### src/design/prfd_pkg.sv
// Shared constants, types and helper functions of the palette run-length frame decoder.
package prfd_pkg;

	// Storage and frame limits
	localparam int PALETTE_DEPTH = 256;
	localparam int MAX_WIDTH     = 1024;
	localparam int MAX_HEIGHT    = 1024;

	// Fixed field widths of the item, span and configuration payloads
	localparam int FUNC_W  = 2;
	localparam int BYTE_W  = 8;
	localparam int COLOR_W = 16;
	localparam int NENT_W  = 9;
	localparam int DIM_W   = 11;
	localparam int START_W = 20;
	localparam int COUNT_W = 21;

	// Derived widths
	localparam int PAL_AW = $clog2(PALETTE_DEPTH);
	localparam int WC_W   = $clog2(MAX_WIDTH + 1);
	localparam int HC_W   = $clog2(MAX_HEIGHT + 1);
	localparam int POS_W  = $clog2(MAX_WIDTH * MAX_HEIGHT + 1);

	// Reset values of the configuration registers
	localparam logic [NENT_W-1:0]  RST_PAL_ENTRIES = NENT_W'(256);
	localparam logic [DIM_W-1:0]   RST_WIDTH       = DIM_W'(240);
	localparam logic [DIM_W-1:0]   RST_HEIGHT      = DIM_W'(240);
	localparam logic [COLOR_W-1:0] RST_FILL_COLOR  = '0;

	// Command queue between front and back
	localparam int QDEPTH = 4;
	localparam int QAW    = $clog2(QDEPTH);

	// Configuration register indexes
	localparam int CFG_IDX_W = 3;
	localparam int CFG_DATA_W = 16;
	typedef enum logic [CFG_IDX_W-1:0] {
		CFG_PAL_ENTRIES = 3'd0,
		CFG_FRAME_WIDTH = 3'd1,
		CFG_FRAME_HEIGHT = 3'd2,
		CFG_ZERO_BG     = 3'd3,
		CFG_FILL_COLOR  = 3'd4
	} cfg_idx_t;

	// Item function codes
	localparam logic [FUNC_W-1:0] FUNC_PAL_WRITE = 2'd0;
	localparam logic [FUNC_W-1:0] FUNC_RUN       = 2'd1;
	localparam logic [FUNC_W-1:0] FUNC_FRAME_END = 2'd2;

	// Command kinds carried through the queue
	typedef enum logic [1:0] {
		OP_PAL,
		OP_RUN,
		OP_END
	} op_kind_t;

	typedef struct packed {
		op_kind_t               kind;
		logic [BYTE_W-1:0]      addr;
		logic [COLOR_W-1:0]     color;
		logic [BYTE_W-1:0]      run;
		logic                   use_bg;
	} op_t;

	// Settings seen by front and back
	typedef struct packed {
		logic [NENT_W-1:0]  pal_n;
		logic               zero_bg;
		logic [COLOR_W-1:0] fill_color;
		logic [POS_W-1:0]   total;
	} cfg_t;

	// Exchange high and low byte of an RGB565 colour
	function automatic logic [COLOR_W-1:0] swap16(input logic [COLOR_W-1:0] c);
		return {c[7:0], c[15:8]};
	endfunction

	// Clamp a width to 1 .. MAX_WIDTH
	function automatic logic [WC_W-1:0] clamp_width(input logic [DIM_W-1:0] v);
		logic [WC_W-1:0] r;
		if (v == '0) begin
			r = WC_W'(1);
		end else if (32'(v) > MAX_WIDTH) begin
			r = WC_W'(MAX_WIDTH);
		end else begin
			r = WC_W'(v);
		end
		return r;
	endfunction

	// Clamp a height to 1 .. MAX_HEIGHT
	function automatic logic [HC_W-1:0] clamp_height(input logic [DIM_W-1:0] v);
		logic [HC_W-1:0] r;
		if (v == '0) begin
			r = HC_W'(1);
		end else if (32'(v) > MAX_HEIGHT) begin
			r = HC_W'(MAX_HEIGHT);
		end else begin
			r = HC_W'(v);
		end
		return r;
	endfunction

	// Clamp the palette size to 1 .. PALETTE_DEPTH
	function automatic logic [NENT_W-1:0] clamp_entries(input logic [NENT_W-1:0] v);
		logic [NENT_W-1:0] r;
		if (v == '0) begin
			r = NENT_W'(1);
		end else if (32'(v) > PALETTE_DEPTH) begin
			r = NENT_W'(PALETTE_DEPTH);
		end else begin
			r = v;
		end
		return r;
	endfunction

	// Pixels in the frame for given line width and line count
	function automatic logic [POS_W-1:0] frame_pixels(input logic [DIM_W-1:0] w,
			input logic [DIM_W-1:0] h);
		logic [WC_W+HC_W-1:0] p;
		p = (WC_W+HC_W)'(clamp_width(w)) * (WC_W+HC_W)'(clamp_height(h));
		return POS_W'(p);
	endfunction

endpackage

### src/design/prfd_queue.sv
// Short command queue between the front and back ends.
module prfd_queue
	import prfd_pkg::*;
(
	input  logic clk,
	input  logic arst_n,
	input  logic push_valid,
	output logic push_ready,
	input  op_t  push_data,
	output logic pop_valid,
	input  logic pop_ready,
	output op_t  pop_data
);

	op_t            slots_q [QDEPTH];
	logic [QAW-1:0] wr_ptr_q;
	logic [QAW-1:0] rd_ptr_q;
	logic [QAW:0]   count_q;
	logic           do_push;
	logic           do_pop;

	assign push_ready = (count_q != (QAW+1)'(QDEPTH));
	assign pop_valid  = (count_q != '0);
	assign pop_data   = slots_q[rd_ptr_q];
	assign do_push    = push_valid && push_ready;
	assign do_pop     = pop_valid && pop_ready;

	// Store pushed commands
	always_ff @(posedge clk) begin
		if (do_push) begin
			slots_q[wr_ptr_q] <= push_data;
		end
	end

	// Advance pointers and fill level
	always_ff @(posedge clk or negedge arst_n) begin
		if (!arst_n) begin
			wr_ptr_q <= '0;
			rd_ptr_q <= '0;
			count_q  <= '0;
		end else begin
			if (do_push) begin
				wr_ptr_q <= (wr_ptr_q == QAW'(QDEPTH - 1)) ? '0 : wr_ptr_q + QAW'(1);
			end
			if (do_pop) begin
				rd_ptr_q <= (rd_ptr_q == QAW'(QDEPTH - 1)) ? '0 : rd_ptr_q + QAW'(1);
			end
			if (do_push && !do_pop) begin
				count_q <= count_q + (QAW+1)'(1);
			end else if (do_pop && !do_push) begin
				count_q <= count_q - (QAW+1)'(1);
			end
		end
	end

endmodule

### config.mk
export PLATFORM = sky130hd
export DESIGN_NAME = prfd_queue
export DESIGN_NICKNAME = d
export VERILOG_FILES = /design/src/design/prfd_pkg.sv /design/src/design/prfd_queue.sv
export SDC_FILE = /design/constraint.sdc
export NUM_CORES = 1
export LEC_CHECK = 0
export BUFFER_PORTS_ARGS = -buffer_cell sky130_fd_sc_hd__buf_2
export CORE_MARGIN = 1
export CORE_UTILIZATION = 45
export CTS_CLUSTER_DIAMETER = 30
export CTS_CLUSTER_SIZE = 28
export DETAILED_ROUTE_END_ITERATION = 8
export PLACE_DENSITY = 0.64
export SYNTH_ARGS = -nofsm -noshare
export SYNTH_HDL_FRONTEND = slang
export SYNTH_SLANG_ARGS = --single-unit
### constraint.sdc
create_clock -name clk -period 4.8 [get_ports clk]
set_input_delay 0.96 -clock clk [delete_from_list [all_inputs] [get_ports clk]]
set_output_delay 0.96 -clock clk [all_outputs]
set_load 0.05 [all_outputs]
==> reports/metrics.yaml <==
timing:
  slew_headroom_pct: 36.2
  worst_hold_slack_ps: 374
  tightest_slew_ps: 957
  min_period_ps: 3450
  finalSetupTns_ps: 0
  slew_violations: 0
  fin_ws_ps: 1350
  fin_crit_sh_pct: 71.9
  finalSetupViolations: 0
  skew_ps: 6.45
  rsz0062_at_grt: "false"
  hold_viol: 0
  fmax_ghz: 0.290
power:
  power.density_mw_per_mm2: 735
  leakagePower_uw: 0.00231
  ir_drop_mv: 0.627
setup_path:
  crit_path_start: "rd_ptr_q[0]"
  max_stage_delay_ps: 930
  endpoint: "pop_data[22]"
  startpoint_type: "register"
  critical_path_class: "register to output pin"
  cpMaxStageDelayCell: "dfrtp_2"
  cp_data_arrival_time_ps: 2490
  r2r-start: "count_q[0]"
  worstPathRequired_ps: 3840
  crit_family: "flip-flops"
  end_kind: "output pin"
  crit_buf_inv: 2
  reg2reg_slack_ps: 2570
  r2r-end: "count_q[2]"
  path_depth: 3
  rr_worst_depth: 8
  path_cells: "buf_4, mux4_2, buf_2"
  path_max_fanout: 27
die:
  die_w_um: 112
  start_util_pct: 47.0
  io_pins: 76
  num_rows: 39
  die_area_mm2: 0.0126
  die_y_um: 112
  design.core.area_mm2: 0.0117
yosys:
  synthDistinctLibCells: 19
  yosysWarnings: 0
  yosysTopAreaCell: "edfxtp_1"
  synth_cells: 219
  synth.area.top_cells: "edfxtp_1 (77%), mux4_2 (14%), dfrtp_1 (3.2%)"
  syn_avg_cell_area_um2: 25.0
  syn_area_mm2: 0.00548
  yosys_register_bits: 147
  yosysTopAreaCellShare_pct: 76.7
  synth_nets: 265
  ys_seq_area_share_pct: 79.9
grt:
  grt_max_degree: 38
  grt_usage_pct: 15.9
  grt_pass1_wl_um: 14200
  first_global_vias: 2714
  antenna_found_initial: 0
  globalRouteOverflowTotal: 0
routing:
  remaining_drc_errors: 0
  wirelength_um: 8950
  detail-route-antenna-nets: 0
  firstDrtPassIters: 4
  vias: 2454
  drt-initial-drc-count: 135
  via_per_inst: 5.30
  post_drt_wl_per_cell_um: 19.3
cells_and_area:
  nNetsFinal: 352
  final_common_cell: "edfxtp_1"
  layout_common_cells: "edfxtp_1 (140), buf_2 (75), mux4_2 (35)"
  drive_gt1_share_pct: 47.3
  area_growth_pct: 20.2
cts:
  hold_buffers: 0
  clk_pin_slew_ps: 50
  cts_tree: "built"
  root_buffer: "clkbuf_16"
  cts-htree-levels: 4
  clk_path_buf_depth: 2
  insertion_delay_ps: 410
  cts-resized-gates: 0
  clkSinkCount: 147
  cts_setup_buffers: 0
  cts_buffers: 17
placed_design:
  routabilityCongestion: 0.671
  dp_hpwl_um: 5150
  pre_cts_ws_ps: 1650
  portBuffers: 75
run_status:
  status: "completed"
run:
  drv_cap: 0
worst_hold_path:
  worst_hold_path_type: "input port to asynchronous set/reset pin"
-- kinds of logic after synthesis --
kind of cell	count (synthesis)	share of synthesized area [%]
muxes	40	15.5
adders and majority gates	7	1.73
and+or+nand+nor	11	1.32
DFF	147	79.9
buffers and inverters	11	1.03
xor gates and xnor gates	3	0.479
-- metrics by stage --
stage	total power (µW)	instances	util (%)	cell area, µm²
after global routing	5060	462	56.5	6590
after global placement	3600	430	51.5	6000
after CTS	4920	462	56.5	6590
final	4840	463	56.5	6590
after detailed placement	3620	430	51.5	6000
after floorplan	3240	219	-	5480
-- layer usage --
layer,track usage (%),share of wire (%),vias to the layer above
met5,0,0,-
met4,9.07,1.6,0
met3,5.62,5.8,10
met2,23.8,47,69
met1,20.5,45,1273
li1,-,-,1102
-- worst min path at each step --
stage                from     endpoint  slack [ps]  depth (start not counted)
2_1_floorplan  count_q[2]   count_q[2]         450                          1
3_3_place_gp   count_q[2]   count_q[2]         470                          1
3_5_place_dp   count_q[2]   count_q[2]         480                          1
4_1_cts            arst_n   count_q[2]         350                          1
5_1_grt            arst_n   count_q[2]         370                          1
6_report           arst_n  wr_ptr_q[1]         370                          1
-- area by class of cell --
class,count,area [µm²]
Fill cell,892,5070
Timing Repair Buffer,76,383
Inverter,3,11.3
Tap cell,143,179
Multi-Input combinational cell,61,1050
Antenna cell,1,2.50
Clock buffer,28,517
Clock inverter,4,70.1
Sequential cell,147,4380
-- sequential cells by signal, indices dropped and copies added, names as in the netlist --
| name | cells |
|---|---|
| slots_q | 140 |
| rd_ptr_q | 2 |
| wr_ptr_q | 2 |
| count_q | 3 |
-- power breakdown --
group	internal (µW)	leakage (µW)	switching [µW]
logic	547	0.000663	1110
clock network	833	0.000289	449
registers	1710	0.00136	200
-- synth_stat cells (all sizes together) --
library cell and count:
buf 8, or3b 1, edfxtp 140, xnor2 1, ha 6, xor2 2, nor2 3, and3 4
dfrtp 7, mux2 5, inv 3, nand2 1, or3 1, and2 1, fa 1, mux4 35
No activity file was read; power rests on OpenSTA's default activity.
