<file path="src/design/prfd_pkg.sv">
// Shared constants, types and helper functions of the palette run-length frame decoder.
package prfd_pkg;

	// Storage and frame limits
	localparam int PALETTE_DEPTH = 256;
	localparam int MAX_WIDTH     = 1024;
	localparam int MAX_HEIGHT    = 1024;

	// Fixed field widths of the item, span and configuration payloads
	localparam int FUNC_W  = 2;
	localparam int BYTE_W  = 8;
	localparam int COLOR_W = 16;
	localparam int NENT_W  = 9;
	localparam int DIM_W   = 11;
	localparam int START_W = 20;
	localparam int COUNT_W = 21;

	// Derived widths
	localparam int PAL_AW = $clog2(PALETTE_DEPTH);
	localparam int WC_W   = $clog2(MAX_WIDTH + 1);
	localparam int HC_W   = $clog2(MAX_HEIGHT + 1);
	localparam int POS_W  = $clog2(MAX_WIDTH * MAX_HEIGHT + 1);

	// Reset values of the configuration registers
	localparam logic [NENT_W-1:0]  RST_PAL_ENTRIES = NENT_W'(256);
	localparam logic [DIM_W-1:0]   RST_WIDTH       = DIM_W'(240);
	localparam logic [DIM_W-1:0]   RST_HEIGHT      = DIM_W'(240);
	localparam logic [COLOR_W-1:0] RST_FILL_COLOR  = '0;

	// Command queue between front and back
	localparam int QDEPTH = 4;
	localparam int QAW    = $clog2(QDEPTH);

	// Configuration register indexes
	localparam int CFG_IDX_W = 3;
	localparam int CFG_DATA_W = 16;
	typedef enum logic [CFG_IDX_W-1:0] {
		CFG_PAL_ENTRIES = 3'd0,
		CFG_FRAME_WIDTH = 3'd1,
		CFG_FRAME_HEIGHT = 3'd2,
		CFG_ZERO_BG     = 3'd3,
		CFG_FILL_COLOR  = 3'd4
	} cfg_idx_t;

	// Item function codes
	localparam logic [FUNC_W-1:0] FUNC_PAL_WRITE = 2'd0;
	localparam logic [FUNC_W-1:0] FUNC_RUN       = 2'd1;
	localparam logic [FUNC_W-1:0] FUNC_FRAME_END = 2'd2;

	// Command kinds carried through the queue
	typedef enum logic [1:0] {
		OP_PAL,
		OP_RUN,
		OP_END
	} op_kind_t;

	typedef struct packed {
		op_kind_t               kind;
		logic [BYTE_W-1:0]      addr;
		logic [COLOR_W-1:0]     color;
		logic [BYTE_W-1:0]      run;
		logic                   use_bg;
	} op_t;

	// Settings seen by front and back
	typedef struct packed {
		logic [NENT_W-1:0]  pal_n;
		logic               zero_bg;
		logic [COLOR_W-1:0] fill_color;
		logic [POS_W-1:0]   total;
	} cfg_t;

	// Exchange high and low byte of an RGB565 colour
	function automatic logic [COLOR_W-1:0] swap16(input logic [COLOR_W-1:0] c);
		return {c[7:0], c[15:8]};
	endfunction

	// Clamp a width to 1 .. MAX_WIDTH
	function automatic logic [WC_W-1:0] clamp_width(input logic [DIM_W-1:0] v);
		logic [WC_W-1:0] r;
		if (v == '0) begin
			r = WC_W'(1);
		end else if (32'(v) > MAX_WIDTH) begin
			r = WC_W'(MAX_WIDTH);
		end else begin
			r = WC_W'(v);
		end
		return r;
	endfunction

	// Clamp a height to 1 .. MAX_HEIGHT
	function automatic logic [HC_W-1:0] clamp_height(input logic [DIM_W-1:0] v);
		logic [HC_W-1:0] r;
		if (v == '0) begin
			r = HC_W'(1);
		end else if (32'(v) > MAX_HEIGHT) begin
			r = HC_W'(MAX_HEIGHT);
		end else begin
			r = HC_W'(v);
		end
		return r;
	endfunction

	// Clamp the palette size to 1 .. PALETTE_DEPTH
	function automatic logic [NENT_W-1:0] clamp_entries(input logic [NENT_W-1:0] v);
		logic [NENT_W-1:0] r;
		if (v == '0) begin
			r = NENT_W'(1);
		end else if (32'(v) > PALETTE_DEPTH) begin
			r = NENT_W'(PALETTE_DEPTH);
		end else begin
			r = v;
		end
		return r;
	endfunction

	// Pixels in the frame for given line width and line count
	function automatic logic [POS_W-1:0] frame_pixels(input logic [DIM_W-1:0] w,
			input logic [DIM_W-1:0] h);
		logic [WC_W+HC_W-1:0] p;
		p = (WC_W+HC_W)'(clamp_width(w)) * (WC_W+HC_W)'(clamp_height(h));
		return POS_W'(p);
	endfunction

endpackage

</file>
<file path="src/design/prfd_if.sv">
// Channel interfaces of the decoder: item input, span output and configuration write.
interface prfd_item_if;
	import prfd_pkg::*;
	logic               valid;
	logic               ready;
	logic [FUNC_W-1:0]  func;
	logic [BYTE_W-1:0]  entry_slot;
	logic [COLOR_W-1:0] entry_color;
	logic [BYTE_W-1:0]  run_count;
	logic [BYTE_W-1:0]  pixel_index;
	modport source(output valid, func, entry_slot, entry_color, run_count, pixel_index,
		input ready);
	modport sink(input valid, func, entry_slot, entry_color, run_count, pixel_index,
		output ready);
endinterface


</file>
<file path="src/design/prfd_front.sv">
// Front end: accepts items, resolves palette index and run length, issues queue commands.
module prfd_front
	import prfd_pkg::*;
(
	prfd_item_if.sink   item,
	input  cfg_t        regs,
	input  logic        q_ready,
	output logic        q_valid,
	output op_t         q_data
);

	logic [NENT_W-1:0] idx_ext;
	logic [BYTE_W-1:0] idx_clamped;
	logic              slot_ok;

	// Take items whenever the queue has room
	assign item.ready = q_ready;

	// Clamp the colour index to the last valid palette entry
	always_comb begin
		idx_ext = NENT_W'(item.pixel_index);
		if (idx_ext >= regs.pal_n) begin
			idx_clamped = BYTE_W'(regs.pal_n - NENT_W'(1));
		end else begin
			idx_clamped = item.pixel_index;
		end
		slot_ok = (NENT_W'(item.entry_slot) < NENT_W'(PALETTE_DEPTH));
	end

	// Classify the item; drop unused codes and out-of-range palette writes
	always_comb begin
		q_data.kind   = OP_PAL;
		q_data.addr   = item.entry_slot;
		q_data.color  = item.entry_color;
		q_data.run    = (item.run_count == '0) ? BYTE_W'(1) : item.run_count;
		q_data.use_bg = 1'b0;
		q_valid       = 1'b0;
		unique case (item.func)
			FUNC_PAL_WRITE: begin
				q_valid = item.valid && slot_ok;
			end
			FUNC_RUN: begin
				q_data.kind   = OP_RUN;
				q_data.addr   = idx_clamped;
				q_data.use_bg = regs.zero_bg && (item.pixel_index == '0);
				q_valid       = item.valid;
			end
			FUNC_FRAME_END: begin
				q_data.kind   = OP_END;
				q_data.use_bg = 1'b1;
				q_valid       = item.valid;
			end
			default: begin
				q_valid = 1'b0;
			end
		endcase
	end

endmodule

</file>
<file path="src/flat_wrapper.sv">
// flat-port wrapper written by rule: the top's interface ports become plain ports
module prfd_front_flat import prfd_pkg::*;
  (regs, q_ready, q_valid, q_data, item_valid, item_func, item_entry_slot, item_entry_color, item_run_count, item_pixel_index, item_ready);
  prfd_item_if item_i ();
  input  cfg_t regs;
  input  logic q_ready;
  output logic q_valid;
  output op_t q_data;
  input wire logic [$bits(item_i.valid)-1:0] item_valid;
  input wire logic [$bits(item_i.func)-1:0] item_func;
  input wire logic [$bits(item_i.entry_slot)-1:0] item_entry_slot;
  input wire logic [$bits(item_i.entry_color)-1:0] item_entry_color;
  input wire logic [$bits(item_i.run_count)-1:0] item_run_count;
  input wire logic [$bits(item_i.pixel_index)-1:0] item_pixel_index;
  output wire logic [$bits(item_i.ready)-1:0] item_ready;
  assign item_i.valid = item_valid;
  assign item_i.func = item_func;
  assign item_i.entry_slot = item_entry_slot;
  assign item_i.entry_color = item_entry_color;
  assign item_i.run_count = item_run_count;
  assign item_i.pixel_index = item_pixel_index;
  assign item_ready = item_i.ready;
  prfd_front u_core (.item(item_i), .regs(regs), .q_ready(q_ready), .q_valid(q_valid), .q_data(q_data));
endmodule
</file>
<file path="config.mk">
export PLATFORM = sky130hd
export DESIGN_NAME = prfd_front_flat
export DESIGN_NICKNAME = d
export VERILOG_FILES = /design/src/design/prfd_pkg.sv /design/src/design/prfd_if.sv /design/src/design/prfd_front.sv /design/src/flat_wrapper.sv
export SDC_FILE = /design/constraint.sdc
export NUM_CORES = 1
export LEC_CHECK = 0
export BUFFER_PORTS_ARGS = -buffer_cell sky130_fd_sc_hd__buf_4
export CAP_MARGIN = 25
export CORE_UTILIZATION = 32
export DETAILED_ROUTE_END_ITERATION = 16
export PLACE_DENSITY_LB_ADDON = 0.1
export SLEW_MARGIN = 20
export SYNTH_ARGS = -nofsm -noshare
export SYNTH_HDL_FRONTEND = slang
export SYNTH_SLANG_ARGS = --single-unit
</file>
<file path="constraint.sdc">
create_clock -name vclk -period 9.1
set_input_delay 2.275 -clock vclk [all_inputs]
set_output_delay 2.275 -clock vclk [all_outputs]
set_load 0.1 [all_outputs]
</file>
==> flow_metrics.py <==
metrics = {
    "floorplan": {
        "io_pins": 128,
        "die_area_sq_um": 2630,
        "die_w_microns": 51.2,
        "initial_utilization_pct": 34.4,
        "dieHeight_microns": 51.2,
        "core-area_sq_um": 2250,
        "rows": 17,
    },
    "global_routing": {
        "use_met2_pct": 23.9,
        "antenna_found_initial": 0,
        "track_usage_pct": 13.7,
        "overflow": 0,
        "grt_max_degree": 18,
        "grt_use_met3_pct": 1.79,
        "grt_pass1_wl_microns": 2850,
        "grt_pass1_vias": 647,
        "grt.busiest_layer": "met2",
        "met1_usage_pct": 18.4,
    },
    "timing": {
        "setup_ws_ns": 2.37,
        "drv_slew": 0,
        "tightest_slew_ns": 0.618,
        "finalSetupViolations": 0,
        "fmax_mhz": 149,
        "maxSlewHeadroom_pct": 58.8,
        "hold_violations": 0,
        "period_minus_slack_ns": 6.73,
        "post-route-period-util_pct": 73.9,
        "setup-tns-final_ns": 0,
        "rsz0062_at_grt": "false",
    },
    "worst_hold_path": {
        "hold_path_class": "in -> out",
        "min-delay-start": "item_entry_color[1]",
    },
    "final_layout": {
        "final_common_cell": "buf_4",
        "nNetsFinal": 242,
        "nFlopsAndLatches": 0,
        "clockBufferCount": 0,
        "drive_above_1_share_pct": 49.3,
        "diodes": 0,
        "mostFrequentLayoutCells": "buf_4 (57), inv_1 (14), ha_1 (13), nand2_1 (6)",
        "area_growth_pct": 37.4,
        "seq_area_sq_um": 0,
    },
    "setup_path": {
        "crit_chain": "buf_4, inv_1, ha_1, a211oi_1, o32a_1, o31a_1, mux2_2, mux2_2, buf_4",
        "crit_type": "in -> out",
        "critPathArrivalTime_ns": 4.45,
        "cp_slowest_stage_delay_ns": 0.45,
        "end_kind": "primary output",
        "startpoint": "regs[44]",
        "cp_data_required_time_ns": 6.83,
        "crit_slowest_cell": "o31a_1",
        "path_max_fanout": 12,
        "crit_path_start_kind": "input port",
    },
    "synth": {
        "yosysSeqAreaShare_pct": 0,
        "syn-cell-area_sq_um": 776,
        "synth_warnings": 0,
        "synth.avg_cell_area_sq_um": 7.32,
        "syn_inst": 106,
        "syn_nets": 210,
        "synth_cell_types": 30,
    },
    "placement": {
        "dp_hpwl_microns": 1670,
        "port_buffers": 57,
        "pre_cts_ws_ns": 2.36,
        "gp_congestion": 0.789,
    },
    "drt": {
        "drt_iter0_drc": 9,
        "wl_per_cell_microns": 11.5,
        "drt_pass1_iterations": 3,
        "viasPerCell": 4.67,
        "routed_wl_microns": 1890,
        "vias": 766,
        "postRouteAntennaNets": 0,
        "drc": 0,
    },
    "flow_run": {
        "max_cap_viol_count": 0,
    },
    "clock_network": {
        "post_cts_buffers": 0,
        "cts_hold_buffers": 0,
        "cts-resized-gates": 0,
    },
    "power": {
        "leakagePower_nw": 0.580,
        "power.density_nw_per_um2": 87.9,
        "ir_worst_vdd_mv": 0.0440,
    },
    "run_status": {
        "status": "complete, no violations",
    },
}
power by group:
part	leakage (nW)	switching, W	internal (W)
combinational	0.580	0.0000638	0.0000298
sequential	0	0	0
clock	0	0	0
layout make-up:
class	instances	area [sq um]
Timing Repair Buffer	57	428
Inverter	14	52.6
Multi-Input combinational cell	65	551
Tap cell	28	35.0
Fill cell	263	1190
cell usage after synthesis:
cell | count | area [sq um]
ha_1 | 13 | 163
nor4b_1 | 2 | 17.5
o32a_1 | 1 | 10.0
mux2_2 | 5 | 56.3
buf_6 | 1 | 11.3
a21oi_1 | 1 | 5.00
nor3_1 | 1 | 5.00
a21o_1 | 2 | 15.0
xnor2_1 | 5 | 43.8
nand4b_1 | 1 | 8.76
mux2i_1 | 1 | 10.0
inv_1 | 14 | 52.6
nand2b_1 | 1 | 6.26
mux2_4 | 2 | 30.0
nor4_1 | 2 | 12.5
or2_2 | 1 | 6.26
buf_4 | 17 | 128
nand2_1 | 6 | 22.5
a31oi_1 | 3 | 18.8
o31a_1 | 1 | 8.76
nand3_1 | 4 | 20.0
clkbuf_1 | 9 | 33.8
nor3_2 | 1 | 10.0
or3_4 | 1 | 11.3
nor2_1 | 4 | 15.0
nand4_1 | 1 | 6.26
nor2b_1 | 1 | 6.26
o221ai_1 | 3 | 26.3
a211oi_1 | 1 | 7.51
xor2_1 | 1 | 8.76
through the flow:
stage	instance area, sq um	power (W)	hold slack [ns]	util [%]	instances
finish	1070	0.0000937	4.55	47.3	164
global route	1070	0.0000987	4.55	47.3	164
CTS	1070	0.0000943	4.55	47.3	164
detailed placement	1070	0.0000942	4.55	47.3	164
global placement	1070	0.0000934	4.55	47.3	164
floorplan	776	0.000104	4.76	-	106
path summary, 6_finish.rpt:
path | depth (start not counted) | slack [ns] | to
worst max-delay path | 9 | 2.37 | q_data[30]
worst min-delay path | 0 | 4.55 | q_data[10]
logic make-up (layout without fill, tap and decap cells):
family / count (synthesis) / after routing / synth area share, %
fa+ha+maj: 13 / 13 / 21.0
compound gates: 12 / 12 / 11.8
buf+inv: 41 / 71 / 29.0
mux: 8 / 8 / 12.4
xor+xnor: 6 / 6 / 6.77
simple gates: 26 / 26 / 19.0
routing by layer:
layer  vias to the layer above  wire, microns
met5                         -              0
met4                         0              0
met3                         0            150
met2                        34            898
met1                       329            843
li1                        403              -
critical path: cells and delay by family:
family	cells	cell delay (ns)
buf+inv	3	0.42
mux	2	0.64
compound gates	3	0.87
fa+ha+maj	1	0.24
No activity file was read; power rests on OpenSTA's default activity.
