[src/design/prfd_pkg.sv]
// Shared constants, types and helper functions of the palette run-length frame decoder.
package prfd_pkg;

	// Storage and frame limits
	localparam int PALETTE_DEPTH = 256;
	localparam int MAX_WIDTH     = 1024;
	localparam int MAX_HEIGHT    = 1024;

	// Fixed field widths of the item, span and configuration payloads
	localparam int FUNC_W  = 2;
	localparam int BYTE_W  = 8;
	localparam int COLOR_W = 16;
	localparam int NENT_W  = 9;
	localparam int DIM_W   = 11;
	localparam int START_W = 20;
	localparam int COUNT_W = 21;

	// Derived widths
	localparam int PAL_AW = $clog2(PALETTE_DEPTH);
	localparam int WC_W   = $clog2(MAX_WIDTH + 1);
	localparam int HC_W   = $clog2(MAX_HEIGHT + 1);
	localparam int POS_W  = $clog2(MAX_WIDTH * MAX_HEIGHT + 1);

	// Reset values of the configuration registers
	localparam logic [NENT_W-1:0]  RST_PAL_ENTRIES = NENT_W'(256);
	localparam logic [DIM_W-1:0]   RST_WIDTH       = DIM_W'(240);
	localparam logic [DIM_W-1:0]   RST_HEIGHT      = DIM_W'(240);
	localparam logic [COLOR_W-1:0] RST_FILL_COLOR  = '0;

	// Command queue between front and back
	localparam int QDEPTH = 4;
	localparam int QAW    = $clog2(QDEPTH);

	// Configuration register indexes
	localparam int CFG_IDX_W = 3;
	localparam int CFG_DATA_W = 16;
	typedef enum logic [CFG_IDX_W-1:0] {
		CFG_PAL_ENTRIES = 3'd0,
		CFG_FRAME_WIDTH = 3'd1,
		CFG_FRAME_HEIGHT = 3'd2,
		CFG_ZERO_BG     = 3'd3,
		CFG_FILL_COLOR  = 3'd4
	} cfg_idx_t;

	// Item function codes
	localparam logic [FUNC_W-1:0] FUNC_PAL_WRITE = 2'd0;
	localparam logic [FUNC_W-1:0] FUNC_RUN       = 2'd1;
	localparam logic [FUNC_W-1:0] FUNC_FRAME_END = 2'd2;

	// Command kinds carried through the queue
	typedef enum logic [1:0] {
		OP_PAL,
		OP_RUN,
		OP_END
	} op_kind_t;

	typedef struct packed {
		op_kind_t               kind;
		logic [BYTE_W-1:0]      addr;
		logic [COLOR_W-1:0]     color;
		logic [BYTE_W-1:0]      run;
		logic                   use_bg;
	} op_t;

	// Settings seen by front and back
	typedef struct packed {
		logic [NENT_W-1:0]  pal_n;
		logic               zero_bg;
		logic [COLOR_W-1:0] fill_color;
		logic [POS_W-1:0]   total;
	} cfg_t;

	// Exchange high and low byte of an RGB565 colour
	function automatic logic [COLOR_W-1:0] swap16(input logic [COLOR_W-1:0] c);
		return {c[7:0], c[15:8]};
	endfunction

	// Clamp a width to 1 .. MAX_WIDTH
	function automatic logic [WC_W-1:0] clamp_width(input logic [DIM_W-1:0] v);
		logic [WC_W-1:0] r;
		if (v == '0) begin
			r = WC_W'(1);
		end else if (32'(v) > MAX_WIDTH) begin
			r = WC_W'(MAX_WIDTH);
		end else begin
			r = WC_W'(v);
		end
		return r;
	endfunction

	// Clamp a height to 1 .. MAX_HEIGHT
	function automatic logic [HC_W-1:0] clamp_height(input logic [DIM_W-1:0] v);
		logic [HC_W-1:0] r;
		if (v == '0) begin
			r = HC_W'(1);
		end else if (32'(v) > MAX_HEIGHT) begin
			r = HC_W'(MAX_HEIGHT);
		end else begin
			r = HC_W'(v);
		end
		return r;
	endfunction

	// Clamp the palette size to 1 .. PALETTE_DEPTH
	function automatic logic [NENT_W-1:0] clamp_entries(input logic [NENT_W-1:0] v);
		logic [NENT_W-1:0] r;
		if (v == '0) begin
			r = NENT_W'(1);
		end else if (32'(v) > PALETTE_DEPTH) begin
			r = NENT_W'(PALETTE_DEPTH);
		end else begin
			r = v;
		end
		return r;
	endfunction

	// Pixels in the frame for given line width and line count
	function automatic logic [POS_W-1:0] frame_pixels(input logic [DIM_W-1:0] w,
			input logic [DIM_W-1:0] h);
		logic [WC_W+HC_W-1:0] p;
		p = (WC_W+HC_W)'(clamp_width(w)) * (WC_W+HC_W)'(clamp_height(h));
		return POS_W'(p);
	endfunction

endpackage

[src/design/prfd_if.sv]


interface prfd_cfg_if;
	import prfd_pkg::*;
	logic                  valid;
	logic                  ready;
	logic [CFG_IDX_W-1:0]  index;
	logic [CFG_DATA_W-1:0] wdata;
	modport source(output valid, index, wdata, input ready);
	modport sink(input valid, index, wdata, output ready);
endinterface

[src/design/prfd_cfg.sv]
// Configuration register file with the derived palette size and frame pixel total.
module prfd_cfg
	import prfd_pkg::*;
(
	input  logic         clk,
	input  logic         arst_n,
	prfd_cfg_if.sink     cfg,
	output cfg_t         regs
);

	logic [DIM_W-1:0]   width_q;
	logic [DIM_W-1:0]   height_q;
	logic [NENT_W-1:0]  pal_n_q;
	logic               zero_bg_q;
	logic [COLOR_W-1:0] fill_color_q;
	logic [POS_W-1:0]   total_q;
	logic               wr;

	// Always take a write transaction
	assign cfg.ready = 1'b1;
	assign wr = cfg.valid;

	// Store registers; refresh the pixel total with the register being written
	always_ff @(posedge clk or negedge arst_n) begin
		if (!arst_n) begin
			width_q      <= RST_WIDTH;
			height_q     <= RST_HEIGHT;
			pal_n_q      <= clamp_entries(RST_PAL_ENTRIES);
			zero_bg_q    <= 1'b0;
			fill_color_q <= RST_FILL_COLOR;
			total_q      <= frame_pixels(RST_WIDTH, RST_HEIGHT);
		end else if (wr) begin
			unique case (cfg.index)
				CFG_PAL_ENTRIES: begin
					pal_n_q <= clamp_entries(cfg.wdata[NENT_W-1:0]);
				end
				CFG_FRAME_WIDTH: begin
					width_q <= cfg.wdata[DIM_W-1:0];
					total_q <= frame_pixels(cfg.wdata[DIM_W-1:0], height_q);
				end
				CFG_FRAME_HEIGHT: begin
					height_q <= cfg.wdata[DIM_W-1:0];
					total_q  <= frame_pixels(width_q, cfg.wdata[DIM_W-1:0]);
				end
				CFG_ZERO_BG: begin
					zero_bg_q <= cfg.wdata[0];
				end
				CFG_FILL_COLOR: begin
					fill_color_q <= cfg.wdata[COLOR_W-1:0];
				end
				default: begin
				end
			endcase
		end
	end

	assign regs.pal_n      = pal_n_q;
	assign regs.zero_bg    = zero_bg_q;
	assign regs.fill_color = fill_color_q;
	assign regs.total      = total_q;

endmodule

[src/flat_wrapper.sv]
// flat-port wrapper written by rule: the top's interface ports become plain ports
module prfd_cfg_flat import prfd_pkg::*;
  (clk, arst_n, regs, cfg_valid, cfg_index, cfg_wdata, cfg_ready);
  prfd_cfg_if cfg_i ();
  input  logic clk;
  input  logic arst_n;
  output cfg_t regs;
  input wire logic [$bits(cfg_i.valid)-1:0] cfg_valid;
  input wire logic [$bits(cfg_i.index)-1:0] cfg_index;
  input wire logic [$bits(cfg_i.wdata)-1:0] cfg_wdata;
  output wire logic [$bits(cfg_i.ready)-1:0] cfg_ready;
  assign cfg_i.valid = cfg_valid;
  assign cfg_i.index = cfg_index;
  assign cfg_i.wdata = cfg_wdata;
  assign cfg_ready = cfg_i.ready;
  prfd_cfg u_core (.clk(clk), .arst_n(arst_n), .cfg(cfg_i), .regs(regs));
endmodule
[config.mk]
export PLATFORM = sky130hd
export DESIGN_NAME = prfd_cfg_flat
export DESIGN_NICKNAME = d
export VERILOG_FILES = /design/src/design/prfd_pkg.sv /design/src/design/prfd_if.sv /design/src/design/prfd_cfg.sv /design/src/flat_wrapper.sv
export SDC_FILE = /design/constraint.sdc
export NUM_CORES = 1
export LEC_CHECK = 0
export ABC_AREA = 1
export ABC_CLOCK_PERIOD_IN_PS = 5400
export BUFFER_PORTS_ARGS = -buffer_cell sky130_fd_sc_hd__clkbuf_2
export CAP_MARGIN = 20
export CORE_AREA = 5 5 150 152
export DETAILED_ROUTE_END_ITERATION = 8
export DIE_AREA = 0 0 155 157
export PLACE_DENSITY = 0.71
export SYNTH_ARGS = -nofsm -noshare
export SYNTH_HDL_FRONTEND = slang
export SYNTH_SLANG_ARGS = --single-unit
export TNS_END_PERCENT = 5
[constraint.sdc]
create_clock -name clk -period 5.4 [get_ports clk]
set_input_delay 0.81 -clock clk [delete_from_list [all_inputs] [get_ports clk]]
set_output_delay 0.81 -clock clk [all_outputs]
set_load 0.005 [all_outputs]
==> run metrics, run 1 <==
outcome finished with violations; violated checks setup timing; FF/Latch Area 0.00174 mm²; Syn Nets ~1700; VDD IR max approximately 290 µV; CP Launch Point cfg_wdata[0]; Setup CP Type input pin to flop; post-synthesis sequential area ratio 15.7%; clock transition at the registers of the reported paths 0.06 ns; Hold WC Path Type input pin to asynchronous set/reset pin; largest area contributor in the netlist fa_1; Internal around 2.5 mW; Yosys warning count 0; port bufs 68; hold slack final between 0.3 and 0.4 ns; Rows 53; dpl hpwl 26600 µm; critical path endpoint category flop; Main synth FF type dfrtp_1; worst setup margin -0.240 ns; crit share post-route 104%; share of total power in the clock network between 10% and 20%; final hold vios 0; sw power between 2 and 2.5 mW; max_slew headroom 40.1%; routed vias/inst around 5.3; Num CTS Buffers 9; WL final 31900 µm; PD cells about 330 mW/mm²; Seq pwr share ~16%; Fmax 0.177 GHz; boundary pin count 70; RSZ-0062 raised after global routing true; combinational share of power a little over two thirds; R2R Setup Slk -0.11 ns; Max Slew Vio Count 0; Residual DRC 0; Synth Cell Area around 0.011 mm²; reg-to-reg startpoint u_core.width_q[4]; Distinct cells, synth 38; maximum fanout along the worst path 8; worst-case clock skew around 0.0055 ns; Async SR Flop Fraction 100%; routability cong. roughly 0.96; Worst EP arrival slightly below 6 ns; required time of the critical path 5.67 ns; first-pass GRT wire length around 53000 µm; fin crit period 5.64 ns; CTS Sinks 69; Starting Density 53.0%; crit start category input pin; deepest clock path buffer count 2; worst-skew pair later-pin latency 0.34 ns; die area about 0.024 mm²; TritonCTS clock tree built; syn_area_per_cell about 7.7 µm²; Setup Viol. Count Final 13; layout cells sized above 1 between 20 and 30%; Die W 155 µm; flops & latches, synth 69; Final #Nets 1987; Die H around 160 µm; Sw Share between 40% and 50%; number of synthesized flops with an enable pin 0; Post-DRT Antenna Nets 0; Diodes inserted 0; area of the multi-input gates approximately 0.0085 mm²; largest net degree at the start of global routing just over 60; wire per inst 16.2 µm; top cell type's share of synthesized area roughly 29%; Max-Cap Viols 0; vias between 10000 and 15000; Core Util, Final 66.9%; Clk Tree Root Cell clkbuf_16; total congestion overflow 0; hold_buf cts 0; Core Area ~0.021 mm²; 1st-iter DRT viols roughly 580; initial antenna violation count 0; Area Overhead vs Synth 26.1%; slowest cell on the critical path fa_1; Global Route Usage Sum a little over a quarter; synth top area cells fa_1, ha_1, dfrtp_1, nand2_1, inv_1; H-Tree Depth 3; Worst-Margin Slew between 0.8 and 0.9 ns; cell count after synthesis 1445; CP max stage delay roughly 0.5 ns; Detailed Routing Iterations Pass 1 6; vias in the first global route 10700; # fillers around 1700; LEAKAGE ~7.6 nW
==> routing by layer <==
layer	global-route usage (%)	wire, µm
met5	0	0
met4	10.2	1400
met3	3.74	2360
met2	45.1	15100
met1	35.9	13100
==> cell usage in the layout (no fill, tap or decap), types with 9 or more instances in the layout <==
cell,synthesis,final
nor2_1,191,171
dfrtp_1,56,56
ha_1,114,99
dfstp_2,13,13
nand4_1,11,11
nand3_1,47,39
inv_2,14,13
fa_1,158,153
nand2_2,1,10
ha_4,0,15
nor2_2,18,32
a21oi_1,43,32
clkbuf_16,0,9
inv_1,278,270
nor2_4,4,10
clkbuf_2,0,67
o21ai_0,73,67
nand3b_1,13,13
buf_4,3,190
nand2_1,341,329
==> through the flow <==
stage / cells / power, mW / instance area (µm²) / worst slack, ns / TNS, ns
after global routing: 1973 / 4.93 / 14000 / -0.457 / -5.23
after floorplan: 1445 / 2.41 / 11300 / -0.0352 / -0.129
after CTS: 1969 / 4.47 / 13800 / -0.150 / -1.26
final: 1973 / 4.54 / 14000 / -0.240 / -2.25
after detailed placement: 1943 / 3.64 / 13200 / -0.716 / -7.18
after global placement: 1943 / 3.59 / 13200 / -0.600 / -6.01
==> sequential cells by signal, summed over array words and instances, names as in the netlist <==
name / count
u_core.fill_color_q: 16
u_core.height_q: 11
u_core.zero_bg_q: 1
u_core.width_q: 11
u_core.pal_n_q: 9
u_core.total_q: 21
==> cell type report <==
type | instances | area share, %
timing repair buffer | 266 | 13.7
sequential | 69 | 12.5
clock buffer | 9 | 1.61
tap | 275 | 2.46
multi-input combinational | 1051 | 61.0
clock inverter | 7 | 0.528
inverter | 296 | 8.21
==> kinds of logic (layout without fill, tap and decap cells) <==
kind of cell,after synthesis,count (layout),synth area share (%)
AO/OA/AOI/OAI,127,127,6.10
XOR/XNOR,8,8,0.632
adder cells (fa/ha/maj),272,272,41.4
buffers and inverters,325,578,11.5
flip-flops,69,69,15.7
multiplexers,5,5,0.508
other,1,1,0.0338
AND/OR/NAND/NOR,638,638,24.1
==> worst max-delay path: cells and delay by family <==
| family | cells | cell delay, ns |
|---|---|---|
| adders and majority gates | 6 | 2.71 |
| buffers and inverters | 8 | 0.68 |
| and+or+nand+nor | 14 | 1.71 |
==> synth_stat cells, types with 6 or more instances <==
cell and number:
inv_2 14, nor2_2 18, nand2_1 341, nand3b_1 13, nand4_1 11, xor2_1 6, ha_1 114, clkbuf_1 13
nor2_1 191, o21ai_0 73, inv_1 278, dfstp_2 13, nand3_1 47, fa_1 158, buf_2 10, a21oi_1 43
dfrtp_1 56
==> what timing repair did <==
| action | 4_1_cts | 5_1_grt |
|---|---|---|
| buffers inserted | 9 | 3 |
| pin swaps | 36 | 16 |
| setup endpoints to repair | 12 | 14 |
| cloned | 1 | 0 |
| gates resized for setup | 50 | 24 |
==> power by group through the flow <==
stage                     Clock (mW)  Sequential (mW)  Combinational, mW
after detailed placement           0            0.743               2.89
final                          0.598            0.740               3.20
after global routing           0.631            0.755               3.54
after global placement             0            0.742               2.85
after CTS                      0.604            0.739               3.12
after floorplan                    0            0.745               1.66
==> final timing paths <==
path,to,cells after the start
max,u_core.total_q[18],28
min,u_core.fill_color_q[13],1
max reg2reg,u_core.total_q[18],28
min reg2reg,u_core.total_q[15],2
max in group asynchronous,u_core.total_q[5],2
min in group clk,u_core.total_q[15],2
No activity file was read; power rests on OpenSTA's default activity.
==> run 2, diff against run 1 <==
BUFFER_PORTS_ARGS = default   (was -buffer_cell sky130_fd_sc_hd__clkbuf_2)
DONT_BUFFER_PORTS = 1   (was default)
PLACE_DENSITY = 0.68   (was 0.71)
==> run metrics, run 2 (synthesis results as in run 1) <==
commonest non-fill, non-tap cell in the layout nand2_1 (unchanged); largest net degree at the start of global routing 70 (was 61); Max-Cap Viols 0 (unchanged); Core Util, Final 65.5% (was 66.9%); Post-DP Area 0.0128 mm² (was 0.0132 mm²); total congestion overflow 0 (unchanged); first-pass GRT wire length 52400 µm (was 52700 µm); port bufs 0 (was 68); required time of the critical path 5.67 ns (about the same); Area Overhead vs Synth 23.6% (was 26.1%); Setup CP Type input pin to flop (unchanged); final instance area 0.0137 mm² (was 0.0140 mm²); Clk Tree Root Cell clkbuf_16 (unchanged); die area 0.0243 mm² (unchanged); final hold vios 0 (unchanged); worst setup margin -0.113 ns (was -0.240 ns); deepest clock path buffer count 2 (unchanged); PD cells 333 mW/mm² (was 325 mW/mm²); most flop-heavy register u_core.total_q (unchanged); 1st-iter DRT viols 721 (was 576); CP max stage delay 0.57 ns (was 0.51 ns); TritonCTS clock tree built (unchanged); maximum fanout along the worst path 4 (was 8); wire per inst 16.8 µm (was 16.2 µm); dpl hpwl 26200 µm (was 26600 µm); Diodes inserted 0 (unchanged); Seq pwr share 16.9% (was 16.3%); H-Tree Depth 3 (unchanged); share of total power in the clock network 14.7% (was 13.2%); slowest cell on the critical path fa_1 (unchanged); violated checks setup timing (unchanged); Fmax 0.181 GHz (was 0.177 GHz); initial antenna violation count 0 (unchanged); outcome finished with violations (unchanged); clock transition at the registers of the reported paths 0.06 ns (about the same); Die W 155 µm (unchanged); # fillers 1772 (was 1726); worst-skew pair later-pin latency 0.34 ns (about the same); boundary pin count 70 (unchanged); sw power 2.08 mW (about the same); CTS Sinks 69 (unchanged); layout cells sized above 1 24.0% (was 25.4%); fin crit period 5.51 ns (was 5.64 ns); crit share post-route 102% (was 104%); RSZ-0062 raised after global routing true (unchanged); Residual DRC 0 (unchanged); routability cong. 0.974 (was 0.961); Largest regs u_core.total_q: 21 flops, u_core.fill_color_q: 16 flops (unchanged); DP Worst Slack -0.597 ns (was -0.716 ns); Num CTS Buffers 9 (unchanged); Internal 2.47 mW (was 2.46 mW); crit-path most repeated cell nand2_1; critical path endpoint category flop (unchanged); max FFs per register 21 (unchanged); Rows 53 (unchanged); Die H 157 µm (unchanged); Worst-Margin Slew 0.878 ns (was 0.896 ns); Worst EP arrival 5.79 ns (was 5.91 ns); crit start category input pin (unchanged); Final #Nets 1912 (was 1987); most frequent cells in the layout nand2_1, inv_1, buf_4 (unchanged); routed vias/inst 5.25 (was 5.26); combinational share of power 68.3% (was 70.5%); vias in the first global route 10300 (was 10700); Hold WC Path Type input pin to asynchronous set/reset pin (unchanged); LEAKAGE 7.30 nW (was 7.61 nW); Post-DRT Antenna Nets 0 (unchanged); worst-case clock skew 0.00608 ns (was 0.00546 ns); Sw Share 45.7% (was 45.8%); VDD IR max 285 µV (was 294 µV); Global Route Usage Sum 26.9% (was 27.0%); Detailed Routing Iterations Pass 1 5 (was 6); WL final 31900 µm (about the same); Starting Density 53.0% (unchanged); Setup Viol. Count Final 8 (was 13); vias 9956 (was 10400); Reg2Reg Depth 28 (unchanged); max_slew headroom 41.3% (was 40.1%); Max Slew Vio Count 0 (unchanged); Core Area 0.0209 mm² (unchanged)
[run 2: cell count changes in the layout (fill, tap and decap cells not counted), sizes merged]
cell	previous run	this run
bufbuf	1	0
inv	293	294
bufinv	1	2
clkinvlp	2	1
clkinv	7	5
clkbuf	76	10
buf	198	191
[run 2: power by group through the flow]
stage	Clock (mW)	Combinational [mW]	Sequential [mW]
2_1_floorplan	0	1.66	0.745
3_3_place_gp	0	2.73	0.776
3_5_place_dp	0	2.76	0.776
4_1_cts	0.676	2.94	0.772
5_1_grt	0.702	3.44	0.791
6_report	0.671	3.11	0.771
[run 2: stage by stage]
stage               TNS [ns]  std cells  total power [mW]  hold WS, ns
floorplan             -0.129       1445              2.41        0.454
global placement       -4.63       1862              3.51        0.473
detailed placement     -5.54       1862              3.54        0.478
CTS                  -0.0464       1890              4.39        0.156
global route           -3.25       1898              4.93        0.146
finish                -0.459       1898              4.55        0.160
[run 2: critical path: cells and delay by family]
family | cells | cell delay (ns)
buffers and inverters | 8 | 0.56
AND/OR/NAND/NOR | 13 | 1.20
adder cells (fa/ha/maj) | 6 | 2.82
AO/OA/AOI/OAI | 2 | 0.38
[run 2: final cells by class]
| cell class | count | area [µm²] | share of cell area (%) |
|---|---|---|---|
| clock buffers | 10 | 239 | 1.75 |
| clock inverters | 6 | 93.8 | 0.685 |
| inverters | 296 | 1160 | 8.44 |
| multi-input cells | 1051 | 8620 | 63.0 |
| flip-flops and latches | 69 | 1740 | 12.7 |
| well taps | 275 | 344 | 2.51 |
| repair buffers | 191 | 1490 | 10.9 |
[run 2: path summary, 6_finish.rpt]
path / from / slack [ns] / to
setup / recovery: cfg_wdata[3] / -0.11 / u_core.total_q[16]
hold reg to reg: u_core.total_q[13] / 0.48 / u_core.total_q[13]
setup reg to reg: u_core.width_q[5] / -0.04 / u_core.total_q[20]
hold / removal: arst_n / 0.16 / u_core.fill_color_q[15]
min in group clk: u_core.total_q[13] / 0.48 / u_core.total_q[13]
max in group asynchronous: arst_n / 5.03 / u_core.total_q[13]
[run 2: routing by layer]
metal	vias to the layer above	global-route usage (%)	part of all wire [%]
met5	-	0	0
met4	0	7.95	3.0
li1	4732	-	-
met1	4773	35.2	41
met3	74	6.54	8.3
met2	377	44.6	47
[run 2: what timing repair did]
item                                    4_1_cts  5_1_grt
hold buffers                                  0        0
setup buffers                                12        8
gates resized for setup                      58       66
endpoints found under the setup margin       12       14
pin swaps                                    34       47
